--- src/sorted_key_range_table_unit_macros.svh ---
// Assertion macros for the sorted key range table unit.
// Used by the top level only; no other dependencies.
`ifndef SORTED_KEY_RANGE_TABLE_UNIT_MACROS_SVH
`define SORTED_KEY_RANGE_TABLE_UNIT_MACROS_SVH

// Implication checked at every rising clock edge outside reset.
`define SKRT_ASSERT_IMP(label, clk, rst_n, ante, cons, msg) \
    label: assert property (@(posedge clk) disable iff (!rst_n) (ante) |-> (cons)) \
        else $error(msg);

// Next-cycle implication checked outside reset.
`define SKRT_ASSERT_NEXT(label, clk, rst_n, ante, cons, msg) \
    label: assert property (@(posedge clk) disable iff (!rst_n) (ante) |=> (cons)) \
        else $error(msg);

`endif

--- src/skrt_pkg.sv ---
// Package for the sorted key range table unit: widths, codes and types.
// No dependencies.
package skrt_pkg;

    localparam int TableDepthDef  = 256;
    localparam int KeyBitsDef     = 32;
    localparam int CommandBitsDef = 16;

    localparam int MODE_W   = 2;
    localparam int STATUS_W = 3;

    typedef enum logic [MODE_W-1:0] {
        MODE_ADD    = 2'd0,
        MODE_RANGE  = 2'd1,
        MODE_LOOKUP = 2'd2,
        MODE_NONE   = 2'd3
    } mode_t;

    typedef enum logic [STATUS_W-1:0] {
        ST_OK      = 3'd0,
        ST_ZERO    = 3'd1,
        ST_DUP     = 3'd2,
        ST_INSIDE  = 3'd3,
        ST_OVERLAP = 3'd4,
        ST_FULL    = 3'd5
    } status_t;

    typedef enum logic [3:0] {
        S_IDLE,
        S_SRCH,
        S_SWAIT,
        S_SCHK,
        S_EVAL,
        S_PREV,
        S_PWAIT,
        S_SHIFT_RD,
        S_SHIFT_WR,
        S_INS1,
        S_INS2,
        S_DONE
    } state_t;

    // Payload of one input transfer: mode, key, last_key and command.
    typedef struct packed {
        mode_t                    mode;
        logic [KeyBitsDef-1:0]     key;
        logic [KeyBitsDef-1:0]     last_key;
        logic [CommandBitsDef-1:0] command;
    } request_t;

    // Payload of one result transfer: status, found and matched_command.
    typedef struct packed {
        status_t                   status;
        logic                      found;
        logic [CommandBitsDef-1:0] matched_command;
    } answer_t;

endpackage

--- src/skrt_ctrl.sv ---
// Sequencer for the sorted key range table: search, checks, shift, insert.
// Depends on skrt_pkg and drives the skrt_mem ports.
module skrt_ctrl
    import skrt_pkg::*;
#(
    parameter int TABLE_DEPTH  = TableDepthDef,
    parameter int KEY_BITS     = KeyBitsDef,
    parameter int COMMAND_BITS = CommandBitsDef
) (
    input  logic                          clk,
    input  logic                          rst_n,
    input  logic                          in_valid,
    output logic                          in_ready,
    input  logic [MODE_W-1:0]             in_mode,
    input  logic [KEY_BITS-1:0]           in_key,
    input  logic [KEY_BITS-1:0]           in_last,
    input  logic [COMMAND_BITS-1:0]       in_cmd,
    output logic                          out_valid,
    input  logic                          out_ready,
    output logic [STATUS_W-1:0]           out_status,
    output logic                          out_found,
    output logic [COMMAND_BITS-1:0]       out_cmd,
    output logic                          we,
    output logic [$clog2(TABLE_DEPTH)-1:0] waddr,
    output logic [KEY_BITS+COMMAND_BITS-1:0] wdata,
    output logic [$clog2(TABLE_DEPTH)-1:0] raddr,
    input  logic [KEY_BITS+COMMAND_BITS-1:0] rdata,
    output logic [$clog2(TABLE_DEPTH):0]   count
);
    localparam int AW = $clog2(TABLE_DEPTH);
    localparam int CW = AW + 1;

    state_t                  state_reg, state_next;
    logic [MODE_W-1:0]       mode_reg, mode_next;
    logic [KEY_BITS-1:0]     key_reg, key_next;
    logic [KEY_BITS-1:0]     last_reg, last_next;
    logic [COMMAND_BITS-1:0] cmd_reg, cmd_next;
    logic [CW-1:0]           cnt_reg, cnt_next;
    logic [CW-1:0]           lo_reg, lo_next, hi_reg, hi_next;
    logic [CW-1:0]           pos_reg, pos_next;
    logic [CW-1:0]           idx_reg, idx_next;
    logic                    pass2_reg, pass2_next;
    logic [KEY_BITS-1:0]     skey_reg, skey_next;
    logic [KEY_BITS+COMMAND_BITS-1:0] ent_reg, ent_next;
    logic [STATUS_W-1:0]     st_reg, st_next;
    logic                    fnd_reg, fnd_next;
    logic [COMMAND_BITS-1:0] mc_reg, mc_next;
    logic [CW-1:0]           mid;
    logic [CW-1:0]           gap;
    logic [KEY_BITS-1:0]     rd_key;
    logic [COMMAND_BITS-1:0] rd_cmd, ent_cmd;
    logic [KEY_BITS-1:0]     ent_key;

    assign mid     = lo_reg + ((hi_reg - lo_reg) >> 1);
    assign rd_key  = rdata[KEY_BITS+COMMAND_BITS-1:COMMAND_BITS];
    assign rd_cmd  = rdata[COMMAND_BITS-1:0];
    assign ent_key = ent_reg[KEY_BITS+COMMAND_BITS-1:COMMAND_BITS];
    assign ent_cmd = ent_reg[COMMAND_BITS-1:0];
    assign gap     = (mode_reg == MODE_RANGE) ? CW'(2) : CW'(1);

    assign in_ready   = (state_reg == S_IDLE);
    assign out_valid  = (state_reg == S_DONE);
    assign out_status = st_reg;
    assign out_found  = fnd_reg;
    assign out_cmd    = mc_reg;
    assign count      = cnt_reg;

    always_ff @(posedge clk or negedge rst_n)
    begin
        if (!rst_n)
        begin
            state_reg <= S_IDLE;
            cnt_reg   <= '0;
        end
        else
        begin
            state_reg <= state_next;
            cnt_reg   <= cnt_next;
        end
    end

    always_ff @(posedge clk)
    begin
        mode_reg  <= mode_next;
        key_reg   <= key_next;
        last_reg  <= last_next;
        cmd_reg   <= cmd_next;
        lo_reg    <= lo_next;
        hi_reg    <= hi_next;
        pos_reg   <= pos_next;
        idx_reg   <= idx_next;
        pass2_reg <= pass2_next;
        skey_reg  <= skey_next;
        ent_reg   <= ent_next;
        st_reg    <= st_next;
        fnd_reg   <= fnd_next;
        mc_reg    <= mc_next;
    end

    always_comb
    begin
        state_next = state_reg;
        mode_next  = mode_reg;
        key_next   = key_reg;
        last_next  = last_reg;
        cmd_next   = cmd_reg;
        cnt_next   = cnt_reg;
        lo_next    = lo_reg;
        hi_next    = hi_reg;
        pos_next   = pos_reg;
        idx_next   = idx_reg;
        pass2_next = pass2_reg;
        skey_next  = skey_reg;
        ent_next   = ent_reg;
        st_next    = st_reg;
        fnd_next   = fnd_reg;
        mc_next    = mc_reg;
        we         = 1'b0;
        waddr      = '0;
        wdata      = '0;
        raddr      = mid[AW-1:0];
        case (state_reg)
            S_IDLE:
            begin
                if (in_valid)
                begin
                    mode_next  = in_mode;
                    key_next   = in_key;
                    last_next  = in_last;
                    cmd_next   = in_cmd;
                    skey_next  = in_key;
                    pass2_next = 1'b0;
                    lo_next    = '0;
                    hi_next    = cnt_reg;
                    st_next    = ST_OK;
                    fnd_next   = 1'b0;
                    mc_next    = '0;
                    if (in_mode == MODE_NONE)
                    begin
                        state_next = S_DONE;
                    end
                    else if (in_mode != MODE_LOOKUP && in_cmd == '0)
                    begin
                        st_next    = ST_ZERO;
                        state_next = S_DONE;
                    end
                    else
                    begin
                        state_next = S_SRCH;
                    end
                end
            end
            S_SRCH:
            begin
                if (hi_reg > lo_reg)
                begin
                    state_next = S_SWAIT;
                end
                else if (lo_reg < cnt_reg)
                begin
                    raddr      = lo_reg[AW-1:0];
                    state_next = S_SCHK;
                end
                else
                begin
                    state_next = S_EVAL;
                end
            end
            S_SWAIT:
            begin
                if (rd_key < skey_reg)
                begin
                    lo_next = mid + CW'(1);
                end
                else
                begin
                    hi_next = mid;
                end
                state_next = S_SRCH;
            end
            S_SCHK:
            begin
                ent_next   = rdata;
                state_next = S_EVAL;
            end
            S_EVAL:
            begin
                if (!pass2_reg)
                begin
                    pos_next = lo_reg;
                    if (mode_reg == MODE_LOOKUP)
                    begin
                        if (lo_reg < cnt_reg)
                        begin
                            if (ent_cmd == '0 && lo_reg != '0)
                            begin
                                state_next = S_PREV;
                            end
                            else
                            begin
                                if (ent_key == key_reg && ent_cmd != '0)
                                begin
                                    fnd_next = 1'b1;
                                    mc_next  = ent_cmd;
                                end
                                state_next = S_DONE;
                            end
                        end
                        else
                        begin
                            state_next = S_DONE;
                        end
                    end
                    else if (lo_reg < cnt_reg && ent_key == key_reg)
                    begin
                        st_next    = ST_DUP;
                        state_next = S_DONE;
                    end
                    else if (lo_reg < cnt_reg && ent_cmd == '0)
                    begin
                        st_next    = ST_INSIDE;
                        state_next = S_DONE;
                    end
                    else if (mode_reg == MODE_RANGE)
                    begin
                        pass2_next = 1'b1;
                        skey_next  = last_reg;
                        lo_next    = '0;
                        hi_next    = cnt_reg;
                        state_next = S_SRCH;
                    end
                    else if (cnt_reg + CW'(1) > CW'(TABLE_DEPTH))
                    begin
                        st_next    = ST_FULL;
                        state_next = S_DONE;
                    end
                    else
                    begin
                        idx_next   = cnt_reg;
                        state_next = S_SHIFT_RD;
                    end
                end
                else
                begin
                    if (last_reg < key_reg || lo_reg != pos_reg)
                    begin
                        st_next    = ST_OVERLAP;
                        state_next = S_DONE;
                    end
                    else if (lo_reg < cnt_reg && ent_key == last_reg)
                    begin
                        st_next    = ST_DUP;
                        state_next = S_DONE;
                    end
                    else if ({1'b0, cnt_reg} + (CW+1)'(2) > (CW+1)'(TABLE_DEPTH))
                    begin
                        st_next    = ST_FULL;
                        state_next = S_DONE;
                    end
                    else
                    begin
                        idx_next   = cnt_reg;
                        state_next = S_SHIFT_RD;
                    end
                end
            end
            S_PREV:
            begin
                raddr      = AW'(pos_reg - CW'(1));
                state_next = S_PWAIT;
            end
            S_PWAIT:
            begin
                if (rd_cmd != '0)
                begin
                    fnd_next = 1'b1;
                    mc_next  = rd_cmd;
                end
                state_next = S_DONE;
            end
            S_SHIFT_RD:
            begin
                if (idx_reg > pos_reg)
                begin
                    raddr      = AW'(idx_reg - CW'(1));
                    state_next = S_SHIFT_WR;
                end
                else
                begin
                    state_next = S_INS1;
                end
            end
            S_SHIFT_WR:
            begin
                we         = 1'b1;
                waddr      = AW'(idx_reg - CW'(1) + gap);
                wdata      = rdata;
                idx_next   = idx_reg - CW'(1);
                state_next = S_SHIFT_RD;
            end
            S_INS1:
            begin
                we    = 1'b1;
                waddr = pos_reg[AW-1:0];
                wdata = {key_reg, cmd_reg};
                if (mode_reg == MODE_RANGE)
                begin
                    state_next = S_INS2;
                end
                else
                begin
                    cnt_next   = cnt_reg + CW'(1);
                    state_next = S_DONE;
                end
            end
            S_INS2:
            begin
                we         = 1'b1;
                waddr      = AW'(pos_reg + CW'(1));
                wdata      = {last_reg, {COMMAND_BITS{1'b0}}};
                cnt_next   = cnt_reg + CW'(2);
                state_next = S_DONE;
            end
            S_DONE:
            begin
                if (out_ready)
                begin
                    state_next = S_IDLE;
                end
            end
            default:
            begin
                state_next = S_IDLE;
            end
        endcase
    end
endmodule

--- config.mk ---
export PLATFORM = sky130hd
export DESIGN_NAME = skrt_ctrl
export DESIGN_NICKNAME = d
export VERILOG_FILES = /design/src/sorted_key_range_table_unit_macros.svh /design/src/skrt_pkg.sv /design/src/skrt_ctrl.sv
export SDC_FILE = /design/constraint.sdc
export NUM_CORES = 1
export LEC_CHECK = 0
export ABC_CLOCK_PERIOD_IN_PS = 11600
export BUFFER_PORTS_ARGS = -buffer_cell sky130_fd_sc_hd__buf_2
export CAP_MARGIN = 10
export CORE_AREA = 2 2 157 159
export CTS_CLUSTER_DIAMETER = 50
export CTS_CLUSTER_SIZE = 40
export DETAILED_ROUTE_END_ITERATION = 10
export DIE_AREA = 0 0 159 161
export PLACE_DENSITY = 0.83
export SLEW_MARGIN = 20
export SYNTH_ARGS = -nofsm -noshare
export SYNTH_HDL_FRONTEND = slang
export SYNTH_SLANG_ARGS = --single-unit
--- constraint.sdc ---
create_clock -name clk -period 11.6 [get_ports clk]
set_input_delay 1.74 -clock clk [delete_from_list [all_inputs] [get_ports clk]]
set_output_delay 1.74 -clock clk [all_outputs]
set_load 0.02 [all_outputs]
# Word level (Yosys, flattened, before mapping)
# Index checks and enable logic that the tools add are counted.
# word_totals
reg_bits	232
inputBits	134
# op_classes
addsub	10
magnitude_cmp	7
n_eq_ne	44
mux	98
bitwise_logic	1
reduce_logical	31
# ops
op	n
two-way mux 9 bit	24
two-way mux 32 bit	6
case mux 48 bit (3 select lines)	1
two-way mux 16 bit	7
== test 32 bit	2
less-than comparator 32 bit	2
case mux 32 bit (2 select lines)	1
two-way mux 4 bit	15
case mux 9 bit (3 select lines)	2
case mux 16 bit (3 select lines)	1
case mux 8 bit (3 select lines)	2
case mux 4 bit (11 select lines)	1
two-way mux 3 bit	12
case mux 9 bit (2 select lines)	2
logical NOT 16 bit	2
nonzero test 16 bit	2
!= test 2 bit (second input constant)	15
two-way mux 8 bit	3
!= test 3 bit (second input constant)	8
AND reduction 8 bit	3
adder 9 x 1 -> 9 bit (second input constant)	2
greater-than comparator 9 bit	2
two-way mux 1 bit	17
== test 4 x 3 -> 1 bit (second input constant)	4
other kinds (36)	55

# Depth between registers and ports, before layout
# Gate-level depths: netlist of run 1.
# depth
word_depth	9
mapped_depth	16

# Worst setup path after synthesis of run 1
# No wires, ideal clock.
# synth_timing
path_kind	register to output
start	register lo_reg[1]
end	output raddr[7]
t_arrival_ps	3508
required_time_ps	9860
slack_ps	6352
stages_incl_launch_ff	16
n_path_buf	0
path_cell_list	edfxtp_1 -> inv_1 -> ha_1 -> nor2b_1 -> o31a_1 -> nor2_1 -> nor2_1 -> nor2_1 -> xnor2_1 -> ha_1 -> and3_1 -> a221o_1 -> or4_1 -> o311ai_2 -> xnor2_1 -> a221o_1
# synth_via
elab_chain_cells	5
word_cells_on_any_way	8
classes_between	add/sub: 2; order compare: 2; mux: 4
# synth_rtl
element	line_no	rtl
start, declared	skrt_ctrl.sv:39	logic [CW-1:0] lo_reg, lo_next, hi_reg, hi_next;
start signal, assigned	skrt_ctrl.sv:88	lo_reg <= lo_next;
subtractor 9 bit	skrt_ctrl.sv:54	assign mid = lo_reg + ((hi_reg - lo_reg) >> 1);
adder 9 x 8 -> 9 bit	skrt_ctrl.sv:54	
two-way mux 8 bit	skrt_ctrl.sv:159	else if (lo_reg < cnt_reg)
two-way mux 8 bit	skrt_ctrl.sv:155	if (hi_reg > lo_reg)
case mux 8 bit (3 select lines) *	skrt_ctrl.sv:122	case (state_reg)
end, declared	skrt_ctrl.sv:26	output logic [$clog2(TABLE_DEPTH)-1:0] raddr,
# Every way passes the cells marked *; elsewhere a longest branch is shown, timed or not.

# Worst setup path in the final report of run 1
# layout_timing
start	register lo_reg[0]
end	output raddr[7]
# Same word-level chain as after synthesis.

==> impl_metrics.yaml, run 1 <==
status:
  status: "completed"
power_and_ir_drop:
  ir_drop_uv: 377.4
  finalPower_mw: 4.973
  p_leak_nw: 6.937
  p_comb_share_pct: 52.9
  p_sw_mw: 2.248
  power_density_nw_per_um2: 300.4
  seq_power_share_pct: 28.3
  clkPwrFrac_pct: 18.8
  p_sw_share_pct: 45.20
  power.internal_mw: 2.725
detailed_routing:
  drcViolationCount: 0
  vias: 11640
  avgRoutedWirePerCell_um: 21.62
  wl_um: 40580
  via_per_inst: 6.202
  ant_nets: 0
  highest_layer: "met4"
  wl_met1_um: 15390
  first_pass_iters: 6
  met3_length_um: 3390
  drtIter0Drc: 1276
  wl_met2_um: 19820
synth:
  ys_ff_latch: 232
  yosysUniqueCellTypes: 75
  synth_edf_count: 219
  avgSynthCellArea_um2: 10.73
  synth_area_leaders: "edfxtp_1 (47%), ha_1 (9.3%), xnor2_1 (5.0%), nand2_1 (3.9%), a221o_1 (2.9%)"
  synth_top_cell_by_area: "edfxtp_1"
  syn_area_um2: 14070
  syn_inst: 1311
  ys_seq_area_share_pct: 49.05
  yosysWarnings: 0
  ys_async_sr_fraction_pct: 5.603
  ys.flop_type: "edfxtp_1"
  syn-num-nets: 1553
  synth_top_area_share_pct: 46.74
clocking:
  cts_hold_repair.buffers: 0
  cts_resized: 0
  cts_setup_buffers: 0
  cts_max_path_buffers: 3
  path_clk_slew_ns: 0.06
  root_buffer: "clkbuf_16"
  cts_buffers: 28
  htreeDepth: 1
  clkLatencyLatePin_ns: 0.56
  clock-sinks: 232
  tritoncts: "built"
final_layout:
  fill_cells: 1870
  largest_reg_flops: 48
  layout.nets: 1772
  drive_gt1_share_pct: 20.62
  instances_no_fill: 1877
  syn2layout_area_growth_pct: 17.69
  final_util_pct: 69.10
run:
  cap_violations: 0
critical_path:
  crit_type: "register to output pin"
  cpPeakStageDelay_ns: 0.52
  crit_buf_inv: 2
  r2r_setup_slack_ns: 7.39
  startpoint_type: "register"
  worstRegToRegCells: 14
  worst_path_max_delay_cell: "edfxtp_1"
  required_ns: 9.86
  rr_startpoint: "lo_reg[0]$_SDFFCE_PN0P_"
  crit_chain: "ha_1, inv_1, fa_1, a21o_1, a21oi_1, xnor2_1, ha_1, and3_1, a221o_1, or4_1, o311ai_2, xnor2_1, a221o_1, buf_2"
  critPathCaptureType: "output pin"
  r2r-end: "lo_reg[8]$_SDFFCE_PN0P_"
  worstPathMaxFanout: 7
  cp_top_family: "compound AO/OA/AOI/OAI gates"
  arrival_ns: 4.46
timing:
  rsz0062_at_grt: "false"
  relSlewSlack_pct: 35.41
  tns_ns: 0
  worst_slack_ns: 5.398
  skew_ns: 0.02014
  fmax_mhz: 161.2
  setup_viol: 0
  finalHoldViolCount: 0
  finalCriticalPeriod_ns: 6.202
  maxSlewViolCount: 0
  period_share_pct: 53.47
  worst_slew_pin_slew_ns: 0.9653
placed_design:
  place_ws_ns: 5.995
  place_congestion: 0.9277
  dpl.cell_count: 1823
  dp_hpwl_um: 29450
  port_buffers: 229
grt:
  grt_pass1_vias: 11640
  grt_max_degree: 85
  antenna_found_initial: 1
  grt-ovfl-total: 0
  grt_pass1_wl_um: 62610
  grt_usage_pct: 30.96
die:
  fp-row-count: 57
  die_area_um2: 25600
  pin_count: 230
  start_util_pct: 58.71
  die_w_um: 159
  die_h_um: 161
  core_um2: 23960
hold_path:
  worst_hold_path_type: "register to register"
  whs_endpoint: "out_cmd[13]$_DFFE_PP_"
  hold_depth: 1
  min_from: "ent_reg[13]$_DFFE_PP_"
==> kinds of logic after synthesis <==
logic type / after synthesis / synth area share, %
xor gates and xnor gates: 122 / 7.648
DFF: 232 / 49.05
buffers and inverters: 161 / 4.544
and+or+nand+nor: 419 / 14.66
AOI/OAI and AO/OA: 264 / 13.94
adders and majority gates: 108 / 9.764
muxes: 5 / 0.3913
==> worst max-delay path by stage <==
stage | startpoint | endpoint | slack [ns] | cells past startpoint
3_5_place_dp | lo_reg[0]$_SDFFCE_PN0P_ | raddr[7] | 5.99 | 14
3_3_place_gp | lo_reg[1]$_SDFFCE_PN0P_ | raddr[7] | 6.10 | 16
5_1_grt | lo_reg[1]$_SDFFCE_PN0P_ | raddr[7] | 5.10 | 16
6_report | lo_reg[0]$_SDFFCE_PN0P_ | raddr[7] | 5.40 | 14
2_1_floorplan | lo_reg[1]$_SDFFCE_PN0P_ | raddr[7] | 6.35 | 15
4_1_cts | lo_reg[1]$_SDFFCE_PN0P_ | raddr[7] | 5.39 | 16
==> synthesized netlist by cell type, types with 33 or more instances <==
library cell,count
nand2_1,148
inv_1,107
edfxtp_1,219
o21ai_0,41
xor2_1,41
a221o_1,41
xnor2_1,80
nor3_1,61
ha_1,105
a22o_1,33
a21oi_1,44
clkbuf_1,39
nor2_1,58
==> metrics by stage <==
| stage | hold slack, ns | instance area [um2] |
|---|---|---|
| after floorplan | 0.5378 | 14070 |
| after global placement | 0.5461 | 15520 |
| after detailed placement | 0.5520 | 15520 |
| after CTS | 0.5710 | 16510 |
| after global routing | 0.5743 | 16560 |
| final | 0.5667 | 16560 |
==> power by group through the flow <==
stage | Clock (mW) | Sequential, mW | Combinational [mW]
finish | 0.934 | 1.41 | 2.63
global route | 0.969 | 1.43 | 2.87
CTS | 0.940 | 1.40 | 2.59
detailed placement | 0 | 1.42 | 2.57
global placement | 0 | 1.41 | 2.50
floorplan | 0 | 1.39 | 1.86
==> metal layers <==
| metal | vias to the layer above | track usage, % |
|---|---|---|
| met5 | - | 0 |
| met4 | 0 | 15.00 |
| met3 | 122 | 4.854 |
| met2 | 666 | 52.61 |
| met1 | 5523 | 39.04 |
| li1 | 5331 | - |
==> placed cells by master, fill, tap and decap left out, drive strengths merged, types with 4 or more instances in the layout <==
cell	n
a31oi	10
a22o	33
nand2	148
nand3b	4
a221o	41
a211o	5
ha	105
nand4	32
and2	5
clkinv	8
o22ai	8
clkbuf	29
nor3	62
a211oi	5
a2111oi	5
a21oi	44
buf	243
o21a	7
nor2	59
nand3	24
edfxtp	219
inv	119
or2	5
a21o	17
o221ai	4
o21ai	44
mux2	4
a22oi	4
nor2b	10
nand2b	11
nor4	29
or4	4
or3	9
o211ai	7
and3	10
xor2	41
dfrtp	13
xnor2	81
==> area by class of cell <==
| cell class | instances | area [um2] | area share (%) |
|---|---|---|---|
| Multi-Input combinational cell | 918 | 6579 | 39.73 |
| Timing Repair Buffer | 243 | 1275 | 7.700 |
| Clock buffer | 29 | 725.7 | 4.383 |
| Inverter | 107 | 401.6 | 2.426 |
| Clock inverter | 23 | 267.8 | 1.617 |
| Antenna cell | 1 | 2.502 | 0.01511 |
| Tap cell | 324 | 405.4 | 2.448 |
| Sequential cell | 232 | 6902 | 41.68 |
(Power assumes the default switching activity.)
==> run 2, diff against run 1 <==
--- a/config.mk
+++ b/config.mk
@@ -5,15 +5,15 @@
 export SDC_FILE = /design/constraint.sdc
 export NUM_CORES = 1
 export LEC_CHECK = 0
-export ABC_CLOCK_PERIOD_IN_PS = 11600
+export ABC_CLOCK_PERIOD_IN_PS = 6450
 export BUFFER_PORTS_ARGS = -buffer_cell sky130_fd_sc_hd__buf_2
 export CAP_MARGIN = 10
-export CORE_AREA = 2 2 157 159
+export CORE_AREA = 2 2 159 161
 export CTS_CLUSTER_DIAMETER = 50
 export CTS_CLUSTER_SIZE = 40
 export DETAILED_ROUTE_END_ITERATION = 10
-export DIE_AREA = 0 0 159 161
-export PLACE_DENSITY = 0.83
+export DIE_AREA = 0 0 161 163
+export PLACE_DENSITY = 0.81
 export SLEW_MARGIN = 20
 export SYNTH_ARGS = -nofsm -noshare
 export SYNTH_HDL_FRONTEND = slang
==> constraint.sdc (replaced) <==
create_clock -name clk -period 6.45 [get_ports clk]
set_input_delay 0.9675 -clock clk [delete_from_list [all_inputs] [get_ports clk]]
set_output_delay 0.9675 -clock clk [all_outputs]
set_load 0.02 [all_outputs]
==> run 2 against run 1 <==
  * Routed wire length fell by 0.12%
  * Utilization shrank 1.9 points
  * Total power grew 81%
  * Critical path type unchanged
  * Highest routed layer unchanged
==> impl_metrics.yaml, run 2 (synthesized netlist as in run 1, its figures left out) <==
clocking:
  cts_resized: 0
  clock-sinks: 232
  cts_max_path_buffers: 3
  path_clk_slew_ns: 0.08
  clkLatencyLatePin_ns: 0.57
  cts_hold_repair.buffers: 0
  tritoncts: "built"
  root_buffer: "clkbuf_16"
  htreeDepth: 1
  cts_buffers: 27
  cts_setup_buffers: 0
placed_design:
  place_congestion: 0.9156
  port_buffers: 229
  dp_hpwl_um: 29240
timing:
  whs_ns: 0.2967
  tns_ns: 0
  finalHoldViolCount: 0
  worst_slew_pin_slew_ns: 1.102
  relSlewSlack_pct: 26.02
  fmax_mhz: 183.1
  finalCriticalPeriod_ns: 5.463
  setup_viol: 0
  period_share_pct: 84.69
  skew_ns: 0.01797
  maxSlewViolCount: 0
  rsz0062_at_grt: "false"
detailed_routing:
  via_per_inst: 6.226
  vias: 11710
  wl_um: 40530
  avgRoutedWirePerCell_um: 21.56
  ant_nets: 0
  first_pass_iters: 5
  drtIter0Drc: 1179
  drcViolationCount: 0
final_layout:
  fill_cells: 1895
  multi_input_area_um2: 6575
  final_cell_mix: "buf_2 (229), edfxtp_1 (219), nand2_1 (148)"
  drive_gt1_share_pct: 20.40
  final_util_pct: 67.20
  final_common_cell: "buf_2"
  syn2layout_area_growth_pct: 17.85
  largest_reg_flops: 48
  seqCellArea_um2: 6902
  layout.nets: 1770
grt:
  grt_usage_pct: 29.89
  gr-max-usage-layer: "met2"
  antenna_found_initial: 1
  grt_max_degree: 85
  grt_pass1_wl_um: 60940
  grt-ovfl-total: 0
  gr-usage-met2_pct: 51.78
  grt_pass1_vias: 11260
  grt_use_met1_pct: 37.80
  grt_util_met3_pct: 4.202
critical_path:
  worstRegToRegCells: 14
  rr_startpoint: "lo_reg[0]$_SDFFCE_PN0P_"
  worst_path_max_delay_cell: "edfxtp_1"
  startpoint_type: "register"
  r2r-end: "lo_reg[8]$_SDFFCE_PN0P_"
  cpPeakStageDelay_ns: 0.51
  required_ns: 5.48
  crit_chain: "ha_1, inv_1, fa_1, a21o_1, a21oi_1, xnor2_1, ha_1, and3_1, a221o_1, or4_1, o311ai_2, xnor2_1, a221o_1, buf_2"
  r2r_setup_slack_ns: 2.25
  crit_type: "register to output pin"
  arrival_ns: 4.50
  cp_top_family: "compound AO/OA/AOI/OAI gates"
  crit_buf_inv: 2
  critPathCaptureType: "output pin"
  cp.depth: 14
  worstPathMaxFanout: 7
run:
  cap_violations: 0
die:
  start_util_pct: 57.02
  die_area_um2: 26240
  core_um2: 24670
  die_h_um: 163
  die_w_um: 161
  fp-row-count: 58
  pin_count: 230
power_and_ir_drop:
  power_density_nw_per_um2: 542.0
  ir_drop_uv: 817.6
  p_leak_nw: 6.936
status:
  status: "completed"
hold_path:
  worst_hold_path_type: "input pin to async pin"
## run 2: cell count changes in the layout (fill, tap and decap cells not counted), moves of 2 or more
| cell | change |
|---|---|
| inv_16 | +3 |
| clkbuf_16 | -2 |
| clkinv_8 | +2 |
| inv_6 | -4 |
| inv_8 | -2 |
## run 2: layout make-up
| cell class | count | area share [%] |
|---|---|---|
| Antenna cell | 1 | 0.01509 |
| Sequential cell | 232 | 41.62 |
| Multi-Input combinational cell | 918 | 39.65 |
| Timing Repair Buffer | 242 | 7.644 |
| Clock buffer | 28 | 4.097 |
| Inverter | 107 | 2.422 |
| Tap cell | 330 | 2.490 |
| Clock inverter | 22 | 2.053 |
## run 2: where the power goes
group / switching (mW) / internal [mW] / total, mW
Sequential: 0.369 / 2.17 / 2.54
Combinational: 2.94 / 1.78 / 4.73
Clock: 0.766 / 0.953 / 1.72
Total: 4.08 / 4.91 / 8.99
## run 2: worst max path at each step
stage | from | to | slack (ns)
global route | lo_reg[1]$_SDFFCE_PN0P_ | raddr[7] | 0.75
detailed placement | lo_reg[1]$_SDFFCE_PN0P_ | raddr[7] | 1.58
finish | lo_reg[0]$_SDFFCE_PN0P_ | raddr[7] | 0.99
CTS | lo_reg[1]$_SDFFCE_PN0P_ | raddr[7] | 0.98
floorplan | state_reg[2]$_DFFE_PN0P_ | ent_reg[0]$_DFFE_PP_ | 1.92
global placement | lo_reg[1]$_SDFFCE_PN0P_ | raddr[7] | 1.70
## run 2: per-stage QoR
step                      cell area [um2]  setup slack, ns  std cells  power, mW
after detailed placement            15520            1.580       1828      7.161
after global placement              15520            1.696       1828      7.029
after global routing                16580           0.7533       1880      9.470
after CTS                           16540           0.9826       1878      8.911
final                               16580           0.9874       1880      8.987
after floorplan                     14070            1.916       1311      5.834
## run 2: routing by layer
metal | routed length [um] | vias to the layer above
met2 | 19930 | 668
met5 | 0 | -
met4 | 1726 | 0
met1 | 15240 | 5577
li1 | - | 5342
met3 | 3633 | 118
==> run 3, diff against run 2 <==
--- a/config.mk
+++ b/config.mk
@@ -5,15 +5,16 @@
 export SDC_FILE = /design/constraint.sdc
 export NUM_CORES = 1
 export LEC_CHECK = 0
-export ABC_CLOCK_PERIOD_IN_PS = 6450
+export ABC_AREA = 1
+export ABC_CLOCK_PERIOD_IN_PS = 4700
 export BUFFER_PORTS_ARGS = -buffer_cell sky130_fd_sc_hd__buf_2
 export CAP_MARGIN = 10
-export CORE_AREA = 2 2 159 161
+export CORE_AREA = 2 2 171 173
 export CTS_CLUSTER_DIAMETER = 50
 export CTS_CLUSTER_SIZE = 40
 export DETAILED_ROUTE_END_ITERATION = 10
-export DIE_AREA = 0 0 161 163
-export PLACE_DENSITY = 0.81
+export DIE_AREA = 0 0 173 175
+export PLACE_DENSITY = 0.76
 export SLEW_MARGIN = 20
 export SYNTH_ARGS = -nofsm -noshare
 export SYNTH_HDL_FRONTEND = slang
==> constraint.sdc (replaced) <==
create_clock -name clk -period 4.7 [get_ports clk]
set_input_delay 0.705 -clock clk [delete_from_list [all_inputs] [get_ports clk]]
set_output_delay 0.705 -clock clk [all_outputs]
set_load 0.02 [all_outputs]
==> run 3 against run 2 <==
  * Clock-buffer cell count increased by 5
  * Total power increased by 44%
  * Synthesized cell count is 23% higher
  * Clock power up 30%
  * Critical path depth is 4 higher
  * First-iteration DRC count grew 13%
  * Register-to-register slack got worse by 0.92 ns
  * Highest routed layer is now met5
==> impl_metrics.yaml, run 3 <==
grt:
  grt_pass1_wl_um: 66140
  grt_max_degree: 84
  grt_pass1_vias: 12340
  grt_usage_pct: 27.84
  antenna_found_initial: 5
  grt-ovfl-total: 0
synth:
  syn_inst: 1612
  yosysUniqueCellTypes: 51
  ys_seq_area_share_pct: 47.58
  syn-num-nets: 1854
  netlist_top_cells_count: "nand2_1 (346), inv_1 (252), edfxtp_1 (219), nor2_1 (108), ha_1 (105)"
  yosysWarnings: 0
  synth_edf_count: 219
  synth_top_cell_by_area: "edfxtp_1"
  syn_area_um2: 14510
  synth_area_leaders: "edfxtp_1 (45%), ha_1 (9.1%), nand2_1 (9.0%), inv_1 (6.5%), o21ai_0 (3.4%)"
  ys_async_sr_fraction_pct: 5.603
  avgSynthCellArea_um2: 8.998
  synth_top_area_share_pct: 45.34
  ys_ff_latch: 232
  ys.flop_type: "edfxtp_1"
  yosysMostFrequentCell: "nand2_1"
timing:
  finalHoldViolCount: 0
  period_share_pct: 94.62
  relSlewSlack_pct: 30.54
  whs_ns: 0.07684
  maxSlewViolCount: 0
  tns_ns: 0
  skew_ns: 0.01716
  finalCriticalPeriod_ns: 4.447
  setup_viol: 0
  worst_slew_pin_slew_ns: 1.039
  fmax_mhz: 224.9
critical_path:
  arrival_ns: 3.74
  startpoint_type: "register"
  cpPeakStageDelay_ns: 0.43
  worst_path_max_delay_cell: "edfxtp_1"
  crit_chain: "inv_1, ha_1, a21oi_1, o21ai_1, a21oi_2, nor2_1, nor2_1, xor2_1, inv_1, ha_1, a21oi_1, o211ai_1, or2_2, nand2_1, inv_1, o21ai_0, nand4_1, buf_2"
  required_ns: 3.99
  critPathCaptureType: "output pin"
  cp_top_family: "compound AO/OA/AOI/OAI gates"
  cp.depth: 18
  worstPathMaxFanout: 6
  worstRegToRegCells: 15
  cp_common_cell: "inv_1"
  crit_type: "register to output pin"
  crit_buf_inv: 4
detailed_routing:
  avgRoutedWirePerCell_um: 18.92
  vias: 12700
  ant_nets: 0
  via_per_inst: 5.594
  drcViolationCount: 0
  wl_um: 42960
  first_pass_iters: 6
  drtIter0Drc: 1334
clocking:
  cts_max_path_buffers: 3
  clkLatencyLatePin_ns: 0.55
  htreeDepth: 1
  cts_buffers: 29
  root_buffer: "clkbuf_16"
  clock-sinks: 232
  path_clk_slew_ns: 0.06
  cts_hold_repair.buffers: 0
  tritoncts: "built"
final_layout:
  final_cell_mix: "nand2_1 (346), inv_1 (252), buf_2 (229)"
  layout.nets: 2105
  drive_gt1_share_pct: 19.21
  syn2layout_area_growth_pct: 18.30
  final_common_cell: "nand2_1"
  largest_reg_flops: 48
  fill_cells: 2453
die:
  die_h_um: 175
  die_w_um: 173
  die_area_um2: 30280
  core_um2: 28390
  start_util_pct: 51.09
  pin_count: 230
  fp-row-count: 62
placed_design:
  dp_hpwl_um: 32010
  place_congestion: 0.9279
  port_buffers: 229
power_and_ir_drop:
  p_leak_nw: 7.758
  ir_drop_uv: 540.3
  finalPower_mw: 12.95
  power_density_nw_per_um2: 754.6
run:
  cap_violations: 0
status:
  status: "completed"
hold_path:
  worst_hold_path_type: "input pin to async pin"
## run 3: through the flow
stage | setup slack [ns] | util [%] | cells | cell area (um2)
global placement | 0.7470 | 56.71 | 2205 | 16100
finish | 0.2530 | 60.44 | 2271 | 17160
CTS | 0.1024 | 60.09 | 2257 | 17060
floorplan | 0.01721 | - | 1612 | 14510
global route | -0.01626 | 60.43 | 2270 | 17160
detailed placement | 0.6874 | 56.71 | 2205 | 16100
## run 3: kinds of logic after synthesis
kind of cell               count (synthesis)  synth area share [%]
AOI/OAI and AO/OA                        282                 11.67
xor gates and xnor gates                  74                 4.675
adders and majority gates                108                 9.471
buffers and inverters                    300                 8.031
DFF                                      232                 47.58
and+or+nand+nor                          616                 18.57
## run 3: final timing paths
check | startpoint | slack, ns | endpoint
max in group asynchronous | rst_n | 4.33 | state_reg[3]$_DFFE_PN0P_
worst max register to register | lo_reg[0]$_SDFFCE_PN0P_ | 1.33 | lo_reg[6]$_SDFFCE_PN0P_
worst min register to register | lo_reg[2]$_SDFFCE_PN0P_ | 0.53 | pos_reg[2]$_DFFE_PP_
worst min-delay path | rst_n | 0.08 | count[6]$_DFFE_PN0P_
worst max-delay path | lo_reg[4]$_SDFFCE_PN0P_ | 0.25 | raddr[7]
min in group clk | in_last[15] | 0.32 | last_reg[15]$_DFFE_PP_
## run 3: final cells by class
type,count,area (um2),share of cell area (%)
Clock buffer,33,750.7,4.375
Multi-Input combinational cell,1080,6474,37.73
Timing Repair Buffer,255,1341,7.817
Tap cell,384,480.5,2.800
Antenna cell,3,7.507,0.04375
Sequential cell,232,6902,40.22
Clock inverter,19,209.0,1.218
Inverter,265,994.7,5.797
## run 3: what timing repair did
action / CTS / global route
endpoints found under the setup margin: 0 / 1
setup buffers: 0 / 11
resized for setup: 0 / 2
## run 3: report_power, final
group          total [mW]  internal [mW]  switching, mW
logic                7.19           2.36           4.84
clock network        2.24           1.33          0.916
registers            3.51           3.10          0.416
total                12.9           6.78           6.17
## run 3: layer usage
layer  vias to the layer above  part of all wire (%)  track usage [%]  wire length, um
li1                       6033                     -                -                -
met1                      5937                    41            36.51            17560
met2                       636                    46            46.03            19870
met3                        91                   9.4            5.352             4035
met4                         6                   3.4            10.38             1466
met5                         -                 0.081                0               35
